[src/itoa_pkg.sv]
// ----------------------------------------------------------------------------
// itoa_pkg
// Shared types, constants and the digit glyph lookup for the integer to
// ASCII digit converter.
// ----------------------------------------------------------------------------
package itoa_pkg;

  // Field widths fixed by the item format
  localparam int RADIX_W = 5;
  localparam int CHAR_W  = 7;
  localparam int DIGIT_W = 4;

  // Radix limits and the radix that shows a sign
  localparam logic [RADIX_W-1:0] RADIX_MIN    = 5'd2;
  localparam logic [RADIX_W-1:0] RADIX_MAX    = 5'd16;
  localparam logic [RADIX_W-1:0] RADIX_SIGNED = 5'd10;

  // Quotient bits retired per divide cycle
  localparam int DIV_STEPS = 8;

  // ASCII codes
  localparam logic [CHAR_W-1:0] CHAR_MINUS = 7'h2D;
  localparam logic [CHAR_W-1:0] CHAR_ZERO  = 7'h30;
  localparam logic [CHAR_W-1:0] CHAR_A     = 7'h41;
  localparam logic [DIGIT_W-1:0] DIGIT_TEN = 4'd10;

  typedef enum logic [1:0] {
    ST_IDLE,
    ST_DIVIDE,
    ST_EMIT
  } itoa_state_e;

  // Controller to datapath
  typedef struct packed {
    logic load_item;
    logic div_step;
    logic emit_load;
  } itoa_cmd_t;

  // Datapath to controller
  typedef struct packed {
    logic div_final;
    logic more_digits;
    logic emit_final;
    logic out_free;
  } itoa_sts_t;

  // Map a digit to its upper-case ASCII glyph
  function automatic logic [CHAR_W-1:0] digit_glyph(input logic [DIGIT_W-1:0] digit);
    logic [CHAR_W-1:0] ext;
    ext = {{(CHAR_W-DIGIT_W){1'b0}}, digit};
    if (digit < DIGIT_TEN) begin
      digit_glyph = CHAR_ZERO + ext;
    end else begin
      digit_glyph = CHAR_A + ext - {{(CHAR_W-DIGIT_W){1'b0}}, DIGIT_TEN};
    end
  endfunction

endpackage

[src/itoa_in_if.sv]
// ----------------------------------------------------------------------------
// itoa_in_if
// Input channel: value, radix and signed flag with a valid/ready handshake.
// ----------------------------------------------------------------------------
interface itoa_in_if #(
  parameter int VALUE_WIDTH = 32
);
  logic                   valid;
  logic                   ready;
  logic [VALUE_WIDTH-1:0] value;
  logic [4:0]             radix;
  logic                   signed_mode;

  modport source (output valid, output value, output radix, output signed_mode,
                  input ready);
  modport sink   (input valid, input value, input radix, input signed_mode,
                  output ready);
endinterface

[src/itoa_out_if.sv]
// ----------------------------------------------------------------------------
// itoa_out_if
// Output channel: one ASCII character per beat with a last marker.
// ----------------------------------------------------------------------------
interface itoa_out_if;
  logic       valid;
  logic       ready;
  logic [6:0] character;
  logic       last;

  modport source (output valid, output character, output last, input ready);
  modport sink   (input valid, input character, input last, output ready);
endinterface

[src/itoa_dp.sv]
// ----------------------------------------------------------------------------
// itoa_dp
// Datapath: sign handling, multi-cycle radix divider, digit memory and the
// output character register.
// ----------------------------------------------------------------------------
module itoa_dp #(
  parameter int VALUE_WIDTH = 32,
  parameter int DIGIT_DEPTH = 32
) (
  input  logic                                clk_i,
  input  logic                                rst_ni,
  input  itoa_pkg::itoa_cmd_t                 cmd_i,
  output itoa_pkg::itoa_sts_t                 sts_o,
  input  logic [VALUE_WIDTH-1:0]              value_i,
  input  logic [itoa_pkg::RADIX_W-1:0]        radix_i,
  input  logic                                signed_mode_i,
  input  logic                                out_ready_i,
  output logic                                out_valid_o,
  output logic [itoa_pkg::CHAR_W-1:0]         character_o,
  output logic                                last_o
);
  import itoa_pkg::*;

  localparam int BitsW = $clog2(VALUE_WIDTH + 1);
  localparam int CntW  = $clog2(DIGIT_DEPTH + 1);
  localparam int IdxW  = $clog2(DIGIT_DEPTH);

  logic [VALUE_WIDTH-1:0] quot_q;
  logic [RADIX_W-1:0]     rem_q;
  logic [RADIX_W-1:0]     radix_q;
  logic [BitsW-1:0]       bits_left_q;
  logic [CntW-1:0]        count_q;
  logic                   sign_q;
  logic                   out_valid_q;
  logic [CHAR_W-1:0]      out_char_q;
  logic                   out_last_q;
  logic [DIGIT_W-1:0]     digit_mem [DIGIT_DEPTH];

  logic [RADIX_W-1:0]     radix_sat;
  logic                   negative;
  logic [VALUE_WIDTH-1:0] quot_v;
  logic [RADIX_W-1:0]     rem_v;
  logic [CntW-1:0]        count_m1;
  logic [IdxW-1:0]        rd_idx;

  // Clamp the radix and detect a negative decimal value
  always_comb begin
    if (radix_i < RADIX_MIN) begin
      radix_sat = RADIX_MIN;
    end else if (radix_i > RADIX_MAX) begin
      radix_sat = RADIX_MAX;
    end else begin
      radix_sat = radix_i;
    end
    negative = signed_mode_i && (radix_sat == RADIX_SIGNED) && value_i[VALUE_WIDTH-1];
  end

  // Restoring division, up to DIV_STEPS quotient bits per cycle
  always_comb begin
    quot_v = quot_q;
    rem_v  = rem_q;
    for (int i = 0; i < DIV_STEPS; i++) begin
      if (BitsW'(i) < bits_left_q) begin
        rem_v = {rem_v[RADIX_W-2:0], quot_v[VALUE_WIDTH-1]};
        if (rem_v >= radix_q) begin
          rem_v  = rem_v - radix_q;
          quot_v = {quot_v[VALUE_WIDTH-2:0], 1'b1};
        end else begin
          quot_v = {quot_v[VALUE_WIDTH-2:0], 1'b0};
        end
      end
    end
  end

  assign count_m1 = count_q - CntW'(1);
  assign rd_idx   = count_m1[IdxW-1:0];

  // Status toward the controller
  always_comb begin
    sts_o.div_final   = (bits_left_q <= BitsW'(DIV_STEPS));
    sts_o.more_digits = (quot_v != '0) && (count_q < CntW'(DIGIT_DEPTH - 1));
    sts_o.emit_final  = !sign_q && (count_q == CntW'(1));
    sts_o.out_free    = !out_valid_q || out_ready_i;
  end

  // Control registers: divide progress, digit count, sign, output valid
  always_ff @(posedge clk_i or negedge rst_ni) begin
    if (!rst_ni) begin
      bits_left_q <= '0;
      count_q     <= '0;
      sign_q      <= 1'b0;
      out_valid_q <= 1'b0;
    end else begin
      if (cmd_i.load_item) begin
        bits_left_q <= BitsW'(VALUE_WIDTH);
        count_q     <= '0;
        sign_q      <= negative;
      end else if (cmd_i.div_step) begin
        if (sts_o.div_final) begin
          bits_left_q <= BitsW'(VALUE_WIDTH);
          count_q     <= count_q + CntW'(1);
        end else begin
          bits_left_q <= bits_left_q - BitsW'(DIV_STEPS);
        end
      end else if (cmd_i.emit_load) begin
        if (sign_q) begin
          sign_q <= 1'b0;
        end else begin
          count_q <= count_m1;
        end
      end
      if (cmd_i.emit_load) begin
        out_valid_q <= 1'b1;
      end else if (out_ready_i) begin
        out_valid_q <= 1'b0;
      end
    end
  end

  // Payload registers and digit memory
  always_ff @(posedge clk_i) begin
    if (cmd_i.load_item) begin
      radix_q <= radix_sat;
      quot_q  <= negative ? (~value_i + VALUE_WIDTH'(1)) : value_i;
      rem_q   <= '0;
    end else if (cmd_i.div_step) begin
      quot_q <= quot_v;
      if (sts_o.div_final) begin
        rem_q                           <= '0;
        digit_mem[count_q[IdxW-1:0]]    <= rem_v[DIGIT_W-1:0];
      end else begin
        rem_q <= rem_v;
      end
    end
    if (cmd_i.emit_load) begin
      if (sign_q) begin
        out_char_q <= CHAR_MINUS;
        out_last_q <= 1'b0;
      end else begin
        out_char_q <= digit_glyph(digit_mem[rd_idx]);
        out_last_q <= (count_q == CntW'(1));
      end
    end
  end

  assign out_valid_o = out_valid_q;
  assign character_o = out_char_q;
  assign last_o      = out_last_q;

endmodule

[src/itoa_ctrl.sv]
// ----------------------------------------------------------------------------
// itoa_ctrl
// Controller: sequences accept, divide and emit phases of one item.
// ----------------------------------------------------------------------------
module itoa_ctrl (
  input  logic                clk_i,
  input  logic                rst_ni,
  input  logic                in_valid_i,
  output logic                in_ready_o,
  input  itoa_pkg::itoa_sts_t sts_i,
  output itoa_pkg::itoa_cmd_t cmd_o
);
  import itoa_pkg::*;

  itoa_state_e state_q, state_d;

  // Next state
  always_comb begin
    state_d = state_q;
    unique case (state_q)
      ST_IDLE: begin
        if (in_valid_i) state_d = ST_DIVIDE;
      end
      ST_DIVIDE: begin
        if (sts_i.div_final && !sts_i.more_digits) state_d = ST_EMIT;
      end
      ST_EMIT: begin
        if (sts_i.out_free && sts_i.emit_final) state_d = ST_IDLE;
      end
      default: state_d = ST_IDLE;
    endcase
  end

  // Commands
  always_comb begin
    in_ready_o      = 1'b0;
    cmd_o.load_item = 1'b0;
    cmd_o.div_step  = 1'b0;
    cmd_o.emit_load = 1'b0;
    unique case (state_q)
      ST_IDLE: begin
        in_ready_o      = 1'b1;
        cmd_o.load_item = in_valid_i;
      end
      ST_DIVIDE: begin
        cmd_o.div_step = 1'b1;
      end
      ST_EMIT: begin
        cmd_o.emit_load = sts_i.out_free;
      end
      default: begin
        in_ready_o = 1'b0;
      end
    endcase
  end

  // State register
  always_ff @(posedge clk_i or negedge rst_ni) begin
    if (!rst_ni) begin
      state_q <= ST_IDLE;
    end else begin
      state_q <= state_d;
    end
  end

endmodule

[src/integer_to_ascii_digits_top.sv]
// ----------------------------------------------------------------------------
// integer_to_ascii_digits_top
// Converts a value in radix 2 to 16 into its ASCII digits, most significant
// first, with a leading '-' for negative signed decimal values.
// ----------------------------------------------------------------------------
// One item is taken at a time. After a beat is accepted, each digit is worked out
// by the shared radix divider, then the characters leave at one per cycle when the
// sink is ready, the sign first. The next item is accepted while the last
// character still waits in the output register.
module integer_to_ascii_digits_top #(
  parameter int VALUE_WIDTH = 32,
  parameter int DIGIT_DEPTH = 32
) (
  input  logic clk_i,
  input  logic rst_ni,
  itoa_in_if.sink    in_i,
  itoa_out_if.source out_o
);
  import itoa_pkg::*;

  itoa_cmd_t cmd;
  itoa_sts_t sts;

  itoa_ctrl u_ctrl (
    .clk_i      (clk_i),
    .rst_ni     (rst_ni),
    .in_valid_i (in_i.valid),
    .in_ready_o (in_i.ready),
    .sts_i      (sts),
    .cmd_o      (cmd)
  );

  itoa_dp #(
    .VALUE_WIDTH (VALUE_WIDTH),
    .DIGIT_DEPTH (DIGIT_DEPTH)
  ) u_dp (
    .clk_i         (clk_i),
    .rst_ni        (rst_ni),
    .cmd_i         (cmd),
    .sts_o         (sts),
    .value_i       (in_i.value),
    .radix_i       (in_i.radix),
    .signed_mode_i (in_i.signed_mode),
    .out_ready_i   (out_o.ready),
    .out_valid_o   (out_o.valid),
    .character_o   (out_o.character),
    .last_o        (out_o.last)
  );

  // Once a beat is taken, the next one is not accepted back to back
  assert property (@(posedge clk_i) disable iff (!rst_ni)
    (in_i.valid && in_i.ready) |=> !in_i.ready)
    else $error("input accepted on consecutive cycles");

  // A sign never ends a number
  assert property (@(posedge clk_i) disable iff (!rst_ni)
    (out_o.valid && (out_o.character == CHAR_MINUS)) |-> !out_o.last)
    else $error("minus sign marked last");

  // Every emitted character is a sign, a decimal digit or A-F
  assert property (@(posedge clk_i) disable iff (!rst_ni)
    out_o.valid |-> ((out_o.character == CHAR_MINUS) ||
                     ((out_o.character >= CHAR_ZERO) && (out_o.character <= 7'h39)) ||
                     ((out_o.character >= CHAR_A) && (out_o.character <= 7'h46))))
    else $error("character outside the digit set");

endmodule

[src/flat_wrapper.sv]
// flat-port wrapper written by rule: the top's interface ports become plain ports
module integer_to_ascii_digits_top_flat import itoa_pkg::*;
#(
  parameter int VALUE_WIDTH = 32,
  parameter int DIGIT_DEPTH = 32
)
  (clk_i, rst_ni, in_i_valid, in_i_value, in_i_radix, in_i_signed_mode, in_i_ready, out_o_valid, out_o_character, out_o_last, out_o_ready);
  itoa_in_if #(.VALUE_WIDTH(VALUE_WIDTH)) in_i_i ();
  itoa_out_if out_o_i ();
  input  logic clk_i;
  input  logic rst_ni;
  input wire logic [$bits(in_i_i.valid)-1:0] in_i_valid;
  input wire logic [$bits(in_i_i.value)-1:0] in_i_value;
  input wire logic [$bits(in_i_i.radix)-1:0] in_i_radix;
  input wire logic [$bits(in_i_i.signed_mode)-1:0] in_i_signed_mode;
  output wire logic [$bits(in_i_i.ready)-1:0] in_i_ready;
  output wire logic [$bits(out_o_i.valid)-1:0] out_o_valid;
  output wire logic [$bits(out_o_i.character)-1:0] out_o_character;
  output wire logic [$bits(out_o_i.last)-1:0] out_o_last;
  input wire logic [$bits(out_o_i.ready)-1:0] out_o_ready;
  assign in_i_i.valid = in_i_valid;
  assign in_i_i.value = in_i_value;
  assign in_i_i.radix = in_i_radix;
  assign in_i_i.signed_mode = in_i_signed_mode;
  assign in_i_ready = in_i_i.ready;
  assign out_o_valid = out_o_i.valid;
  assign out_o_character = out_o_i.character;
  assign out_o_last = out_o_i.last;
  assign out_o_i.ready = out_o_ready;
  integer_to_ascii_digits_top #(.VALUE_WIDTH(VALUE_WIDTH), .DIGIT_DEPTH(DIGIT_DEPTH)) u_core (.clk_i(clk_i), .rst_ni(rst_ni), .in_i(in_i_i), .out_o(out_o_i));
endmodule
[config.mk]
export PLATFORM = sky130hd
export DESIGN_NAME = integer_to_ascii_digits_top_flat
export DESIGN_NICKNAME = d
export VERILOG_FILES = /design/src/itoa_pkg.sv /design/src/itoa_in_if.sv /design/src/itoa_out_if.sv /design/src/itoa_dp.sv /design/src/itoa_ctrl.sv /design/src/integer_to_ascii_digits_top.sv /design/src/flat_wrapper.sv
export SDC_FILE = /design/constraint.sdc
export NUM_CORES = 1
export LEC_CHECK = 0
export BUFFER_PORTS_ARGS = -buffer_cell sky130_fd_sc_hd__buf_2
export CAP_MARGIN = 25
export CELL_PAD_IN_SITES_DETAIL_PLACEMENT = 1
export CELL_PAD_IN_SITES_GLOBAL_PLACEMENT = 2
export CORE_UTILIZATION = 44
export CTS_BUF_LIST = sky130_fd_sc_hd__clkbuf_2
export DETAILED_ROUTE_END_ITERATION = 8
export PLACE_DENSITY_LB_ADDON = 0.1
export SYNTH_ARGS = -nofsm -noshare
export SYNTH_HDL_FRONTEND = slang
export SYNTH_SLANG_ARGS = --single-unit
[constraint.sdc]
create_clock -name clk_i -period 14.25 [get_ports clk_i]
set_input_delay 0 -clock clk_i [delete_from_list [all_inputs] [get_ports clk_i]]
set_output_delay 0 -clock clk_i [all_outputs]
set_load 0.05 [all_outputs]
* Word level (Yosys, flattened, before mapping) *
Memory sizes are Yosys's and may differ from the RTL's.
Cells that the tools add are included.

storage, ports and cells
  bits in registers = 65
  RAM bits = 128
  input port bits = 42
  word-level logic and storage cells = 141
  memories = 1

operators by class
  add/subtract/negate cells = 15
  magnitude comparators = 21
  eq/ne operators = 10
  multiplexer cells = 64
  bitwise gates (word level) = 1
  reductions and logical operators = 19

memory list
  name                   words  width  read ports  clocked after Yosys merged registers in  write ports  RTL line       text
  u_core.u_dp.digit_mem  32     4      1           0                                        1            itoa_dp.sv:37  logic [DIGIT_W-1:0] digit_mem [DIGIT_DEPTH];

operators with widths
  cell                   count
  $mux 32                11
  $mux 4                 17
  $mux 6                 8
  $ge 5x5->1             8
  $add 32x1->32 const B  1
  $not 32->32            1
  $reduce_bool 32->1     1
  $sub 4x4->4            8
  $lt 3x6->1 const A     4
  $mux 1                 21
  $lt 1x6->1 const A     2
  $lt 2x6->1 const A     2
  $mux 5                 2
  $add 6x4->7 const A    1
  $add 7x4->7 const A    1
  $mux 7                 1
  $sub 7x4->7 const B    1
  $add 6x1->6 const B    1
  $eq 6x1->1 const B     1
  $le 6x4->1 const B     1
  $logic_and 1x1->1      6
  $lt 6x5->1 const B     1
  $mux 2                 3
  $ne 2x2->1 const B     3
  19 further kinds       24

* Depth between registers and ports, before layout *
  depth in word-level cells = 30
  gate-level depth with buffers = 57
  gate-level depth less buffers = 57

* Hierarchy *
From an unflattened synthesis, not the netlist that was laid out.

second synthesis, totals
  cell total of the unflattened synthesis = 983
  area total of the unflattened synthesis = 11177.0 sq um

modules (own cells, without submodules)
  module     times used  cells each  area each (sq um)
  itoa_dp    1           971         11059.4
  itoa_ctrl  1           12          117.6

* Worst setup path after synthesis *
OpenSTA, ideal clock, no wires.

  path type = flip-flop to flip-flop
  start = register u_core.u_dp.radix_q[1]
  end = memory u_core.u_dp.digit_mem[0][2], data pin
  setup time = 0.467 ns
  data arrival time = 12.250 ns
  slack = 1.533 ns
  cell stages (with the launch flop) = 55
  cell sequence = edfxtp_1 -> inv_1 -> ha_1 -> a21o_1 -> a21o_1 -> a211o_1 -> clkbuf_1 -> mux2i_1 -> a21oi_1 -> ha_1 -> a21o_1 -> a21o_1 -> a211o_1 -> mux2i_1 -> o21ai_0 -> ha_1 -> a21o_1 -> a21oi_1 -> (+19 left out) -> o21ai_0 -> a21oi_1 -> or2_1 -> a21oi_1 -> a21oi_1 -> inv_1 -> ha_1 -> a21o_1 -> a21oi_1 -> o21a_1 -> o21ai_0 -> a31oi_1 -> nor2_1 -> ha_1 -> nand2_1 -> o21ai_1 -> a211oi_1 -> o31ai_1

on the way
  longest elaborated chain between the ends = 24

RTL lines
  element                                    RTL line                      text
  start, declared                            itoa_dp.sv:30                 logic [RADIX_W-1:0] radix_q;
  start signal, assigned                     itoa_dp.sv:123                radix_q <= radix_sat;
  $sub 4x4->4 or $ge 5x5->1 (tied branches)  itoa_dp.sv:66, itoa_dp.sv:65
  $mux 4                                     itoa_dp.sv:65                 if (rem_v >= radix_q) begin
  $mux 4                                     itoa_dp.sv:63                 if (BitsW'(i) < bits_left_q) begin
  $sub 4x4->4 or $ge 5x5->1 (tied branches)  itoa_dp.sv:66, itoa_dp.sv:65
  $mux 4                                     itoa_dp.sv:65
  $mux 4                                     itoa_dp.sv:63
  $sub 4x4->4 or $ge 5x5->1 (tied branches)  itoa_dp.sv:66, itoa_dp.sv:65
  $mux 4                                     itoa_dp.sv:65
  (+9 left out)                              --
  $mux 4                                     itoa_dp.sv:63
  $ge 5x5->1 or $sub 4x4->4 (tied branches)  itoa_dp.sv:65, itoa_dp.sv:66
  $mux 4                                     itoa_dp.sv:65
  $mux 4                                     itoa_dp.sv:63
  $sub 4x4->4 or $ge 5x5->1 (tied branches)  itoa_dp.sv:66, itoa_dp.sv:65
  $mux 4                                     itoa_dp.sv:65
  $mux 4 *                                   itoa_dp.sv:63
  named net u_core.u_dp.rem_v[2]             itoa_dp.sv:42                 logic [RADIX_W-1:0] rem_v;
  end, declared                              itoa_dp.sv:37

Mark *: on every way through the listed nets, which the timed path passes. The rest lies on a longest branch.

* Worst setup path in the final report *
  start = register u_core.u_dp.radix_q[1]
  end = memory u_core.u_dp.digit_mem[17][2], data pin

Same word-level chain as after synthesis.

==> impl_metrics.json <==
{
  "status": "finished clean",
  "async_reset_ff_share_pct": 6.84,
  "ys_seq_area_share_pct": 49.8,
  "io_buffers": 51,
  "worstMarginPinSlew_ns": 0.938,
  "cts_sinks": 190,
  "die_y_microns": 162,
  "drt.antenna.violating_nets": 0,
  "num_io_pins": 52,
  "start_util_pct": 44.7,
  "gp_congestion": 0.817,
  "fin_nets": 1234,
  "drive_gt1_share_pct": 14.9,
  "cp_max_fo": 32,
  "end_kind": "register",
  "synth_warnings": 0,
  "critPathLaunchType": "register",
  "ys.flop_type": "edfxtp_1",
  "drt_first_pass_iters": 5,
  "netlist_instances": 1007,
  "drt_wl_total_mm": 32.2,
  "dp_hpwl_mm": 22.3,
  "layout_min_cycle_time_ns": 13.19,
  "arrival_ns": 13.76,
  "drc": 0,
  "clk_latency_ns": 0.83,
  "relSlewSlack_pct": 37.3,
  "path_depth": 55,
  "min_period_over_period_pct": 92.6,
  "avgSynthCellArea_sq_um": 11.2,
  "drt_iter0_markers": 535,
  "critPathBufInv": 5,
  "syn_nets": 1106,
  "report.final.slew_viol_count": 0,
  "grt_pass1_vias": 9060,
  "ys_ff_latch": 190,
  "syn_area_sq_um": 11200,
  "crit_slowest_cell": "edfxtp_1",
  "clockRootBuffer": "clkbuf_2",
  "skew_ns": 0.0641,
  "rr_worst_depth": 55,
  "rows": 58,
  "crit_family": "compound AO/OA/AOI/OAI gates",
  "hold_violations": 0,
  "synth_edf_count": 173,
  "cp-startpoint": "u_core.u_dp.radix_q[1]",
  "hold_start": "in_i_value[12]",
  "area_growth_pct": 16.3,
  "reg2reg_to": "u_core.u_dp.digit_mem[17][2]",
  "rsz0062_at_grt": "no",
  "finalSetupViolations": 0,
  "drv_cap": 0,
  "r2r-start": "u_core.u_dp.radix_q[1]",
  "die_width_microns": 162,
  "critPathMostFrequentCell": "a21oi_1",
  "worstSetupEndpoint": "u_core.u_dp.digit_mem[17][2]",
  "avgViaCountPerCell": 5.75,
  "grt_overflow": 0,
  "core_sq_um": 25100,
  "die_area_sq_um": 26200,
  "max_freq_mhz": 75.8,
  "track_usage_pct": 25.6,
  "r2r_setup_slack_ns": 1.06,
  "cts_tree": "done",
  "vias": 8497,
  "grt_max_degree": 67,
  "cts.reportedPaths.clkPinSlew_ns": 0.37,
  "min_path_type": "in2reg",
  "grt_pass1_wl_mm": 51.0,
  "final.setup.tns_ns": 0,
  "synth_cell_types": 81,
  "clock_path_buffers": 2,
  "wl_per_cell_microns": 21.8,
  "grt_antenna_before_repair": 1,
  "htree_levels": 4,
  "max_stage_delay_ns": 0.55,
  "worstSetupPathType": "reg2reg",
  "worstPathRequired_ns": 14.81,
  "tritoncts.num_buffers": 17
}
## worst min path at each step
| stage | slack (ns) | cells past startpoint | to |
|---|---|---|---|
| 6_report | 0.16 | 5 | u_core.u_dp.quot_q[12] |
| 2_1_floorplan | -0.30 | 0 | u_core.u_ctrl.state_q[0] |
| 3_5_place_dp | -0.08 | 1 | u_core.u_dp.count_q[2] |
| 3_3_place_gp | -0.07 | 1 | u_core.u_dp.out_valid_o |
| 5_1_grt | 0.16 | 5 | u_core.u_dp.quot_q[30] |
| 4_1_cts | 0.1 | 5 | u_core.u_dp.quot_q[12] |
## worst reg2reg max path: cells and delay by family, from the launching register on
| family | cells | cell delay, ns |
|---|---|---|
| mux | 2 | 0.42 |
| flops | 1 | 0.55 |
| compound gates | 33 | 7.54 |
| buf+inv | 5 | 1.12 |
| fa+ha+maj | 8 | 2.43 |
| simple gates | 7 | 0.84 |
## layout by cell type, fill, tap and decap left out, types with 5 or more instances in the layout
cell | netlist | final
a211oi_1 | 7 | 7
a21o_1 | 21 | 21
a21oi_1 | 72 | 71
a31oi_1 | 28 | 27
and2_1 | 7 | 7
and3_1 | 8 | 8
buf_2 | 11 | 51
buf_4 | 1 | 20
clkbuf_2 | 0 | 17
clkinv_8 | 0 | 5
dfrtp_1 | 13 | 12
dlygate4sd3_1 | 0 | 86
edfxtp_1 | 173 | 173
fa_1 | 8 | 8
ha_1 | 49 | 49
inv_1 | 35 | 34
inv_12 | 0 | 5
mux2i_1 | 13 | 13
mux4_2 | 33 | 33
nand2_1 | 113 | 112
nand2b_1 | 18 | 18
nand3_1 | 15 | 15
nand3b_1 | 5 | 5
nand4_1 | 5 | 5
nor2_1 | 112 | 112
nor2b_1 | 6 | 6
nor3_1 | 19 | 18
nor4_1 | 11 | 11
o211ai_1 | 7 | 7
o21ai_0 | 35 | 34
o21ai_1 | 6 | 5
o22ai_1 | 8 | 8
o31ai_1 | 12 | 10
xnor2_1 | 17 | 17
xor2_1 | 31 | 31
## synth_stat cells, types with 5 or more instances
cell type | n | area (sq um)
edfxtp_1 | 173 | 5190
nand2_1 | 113 | 424
nor2_1 | 112 | 420
a21oi_1 | 72 | 360
ha_1 | 49 | 613
inv_1 | 35 | 131
o21ai_0 | 35 | 175
mux4_2 | 33 | 743
xor2_1 | 31 | 272
a31oi_1 | 28 | 175
clkbuf_1 | 27 | 101
a21o_1 | 21 | 158
nor3_1 | 19 | 95.1
nand2b_1 | 18 | 113
xnor2_1 | 17 | 149
nand3_1 | 15 | 75.1
dfrtp_1 | 13 | 325
mux2i_1 | 13 | 130
o31ai_1 | 12 | 90.1
buf_2 | 11 | 55.1
nor4_1 | 11 | 68.8
and3_1 | 8 | 50.1
fa_1 | 8 | 160
o22ai_1 | 8 | 50.1
a211oi_1 | 7 | 52.6
and2_1 | 7 | 43.8
o211ai_1 | 7 | 52.6
nor2b_1 | 6 | 37.5
o21ai_1 | 6 | 30.0
nand3b_1 | 5 | 37.5
nand4_1 | 5 | 31.3
or3_1 | 5 | 31.3
## through the flow
stage	worst slack [ns]	hold slack, ns	std cells	area [sq um]	util (%)
finish	1.06	0.161	1479	13100	52.0
global route	0.0274	0.160	1479	13100	52.0
CTS	0.393	0.0961	1475	13000	51.8
detailed placement	0.553	-0.0774	1357	11800	47.1
global placement	1.12	-0.0740	1356	11800	47.1
floorplan	1.53	-0.296	1007	11200	-
## flip-flops by register name (all words and copies together) (netlist names)
name and cells:
u_core.u_dp.bits_left_q 3, u_core.u_dp.sign_q 1, u_core.u_dp.radix_q 5, u_core.u_dp.quot_q 32, u_core.u_dp.count_q 6, u_core.u_dp.character_o 7, u_core.u_ctrl.state_q 2, u_core.u_dp.out_valid_o 1
u_core.u_dp.digit_mem 128, u_core.u_dp.last_o 1, u_core.u_dp.rem_q 4
## layer usage
layer	wire length, microns	GRT usage, %
met1	13700	31.6
met2	16800	46.5
met3	790	2.45
met4	853	8.88
met5	0	0
## repair_timing
action / 4_1_cts / 5_1_grt
endpoints found under the setup margin: 0 / 135
hold buffers: 86 / 0
buffers inserted: 0 / 3
hold endpoints to repair: 72 / 0
gates resized for setup: 0 / 5
## logic make-up after synthesis
logic type	share of synthesized area, %
simple gates	14.7
compound gates	13.1
flops	49.8
buf+inv	3.37
fa+ha+maj	6.88
xor+xnor	3.89
mux	8.21
## final cells by class
type                    count  area, sq um
repair buffers            157         1270
flip-flops and latches    190         5600
multi-input cells         733         5330
diodes                      1         2.50
clock buffers              17         85.1
fillers                  2745        12000
inverters                  36          139
well taps                 330          413
clock inverters            15          231
Power is left out: the tool's default activity adds up to more than one toggle a clock period on the data nets, which glitch-free logic cannot reach.
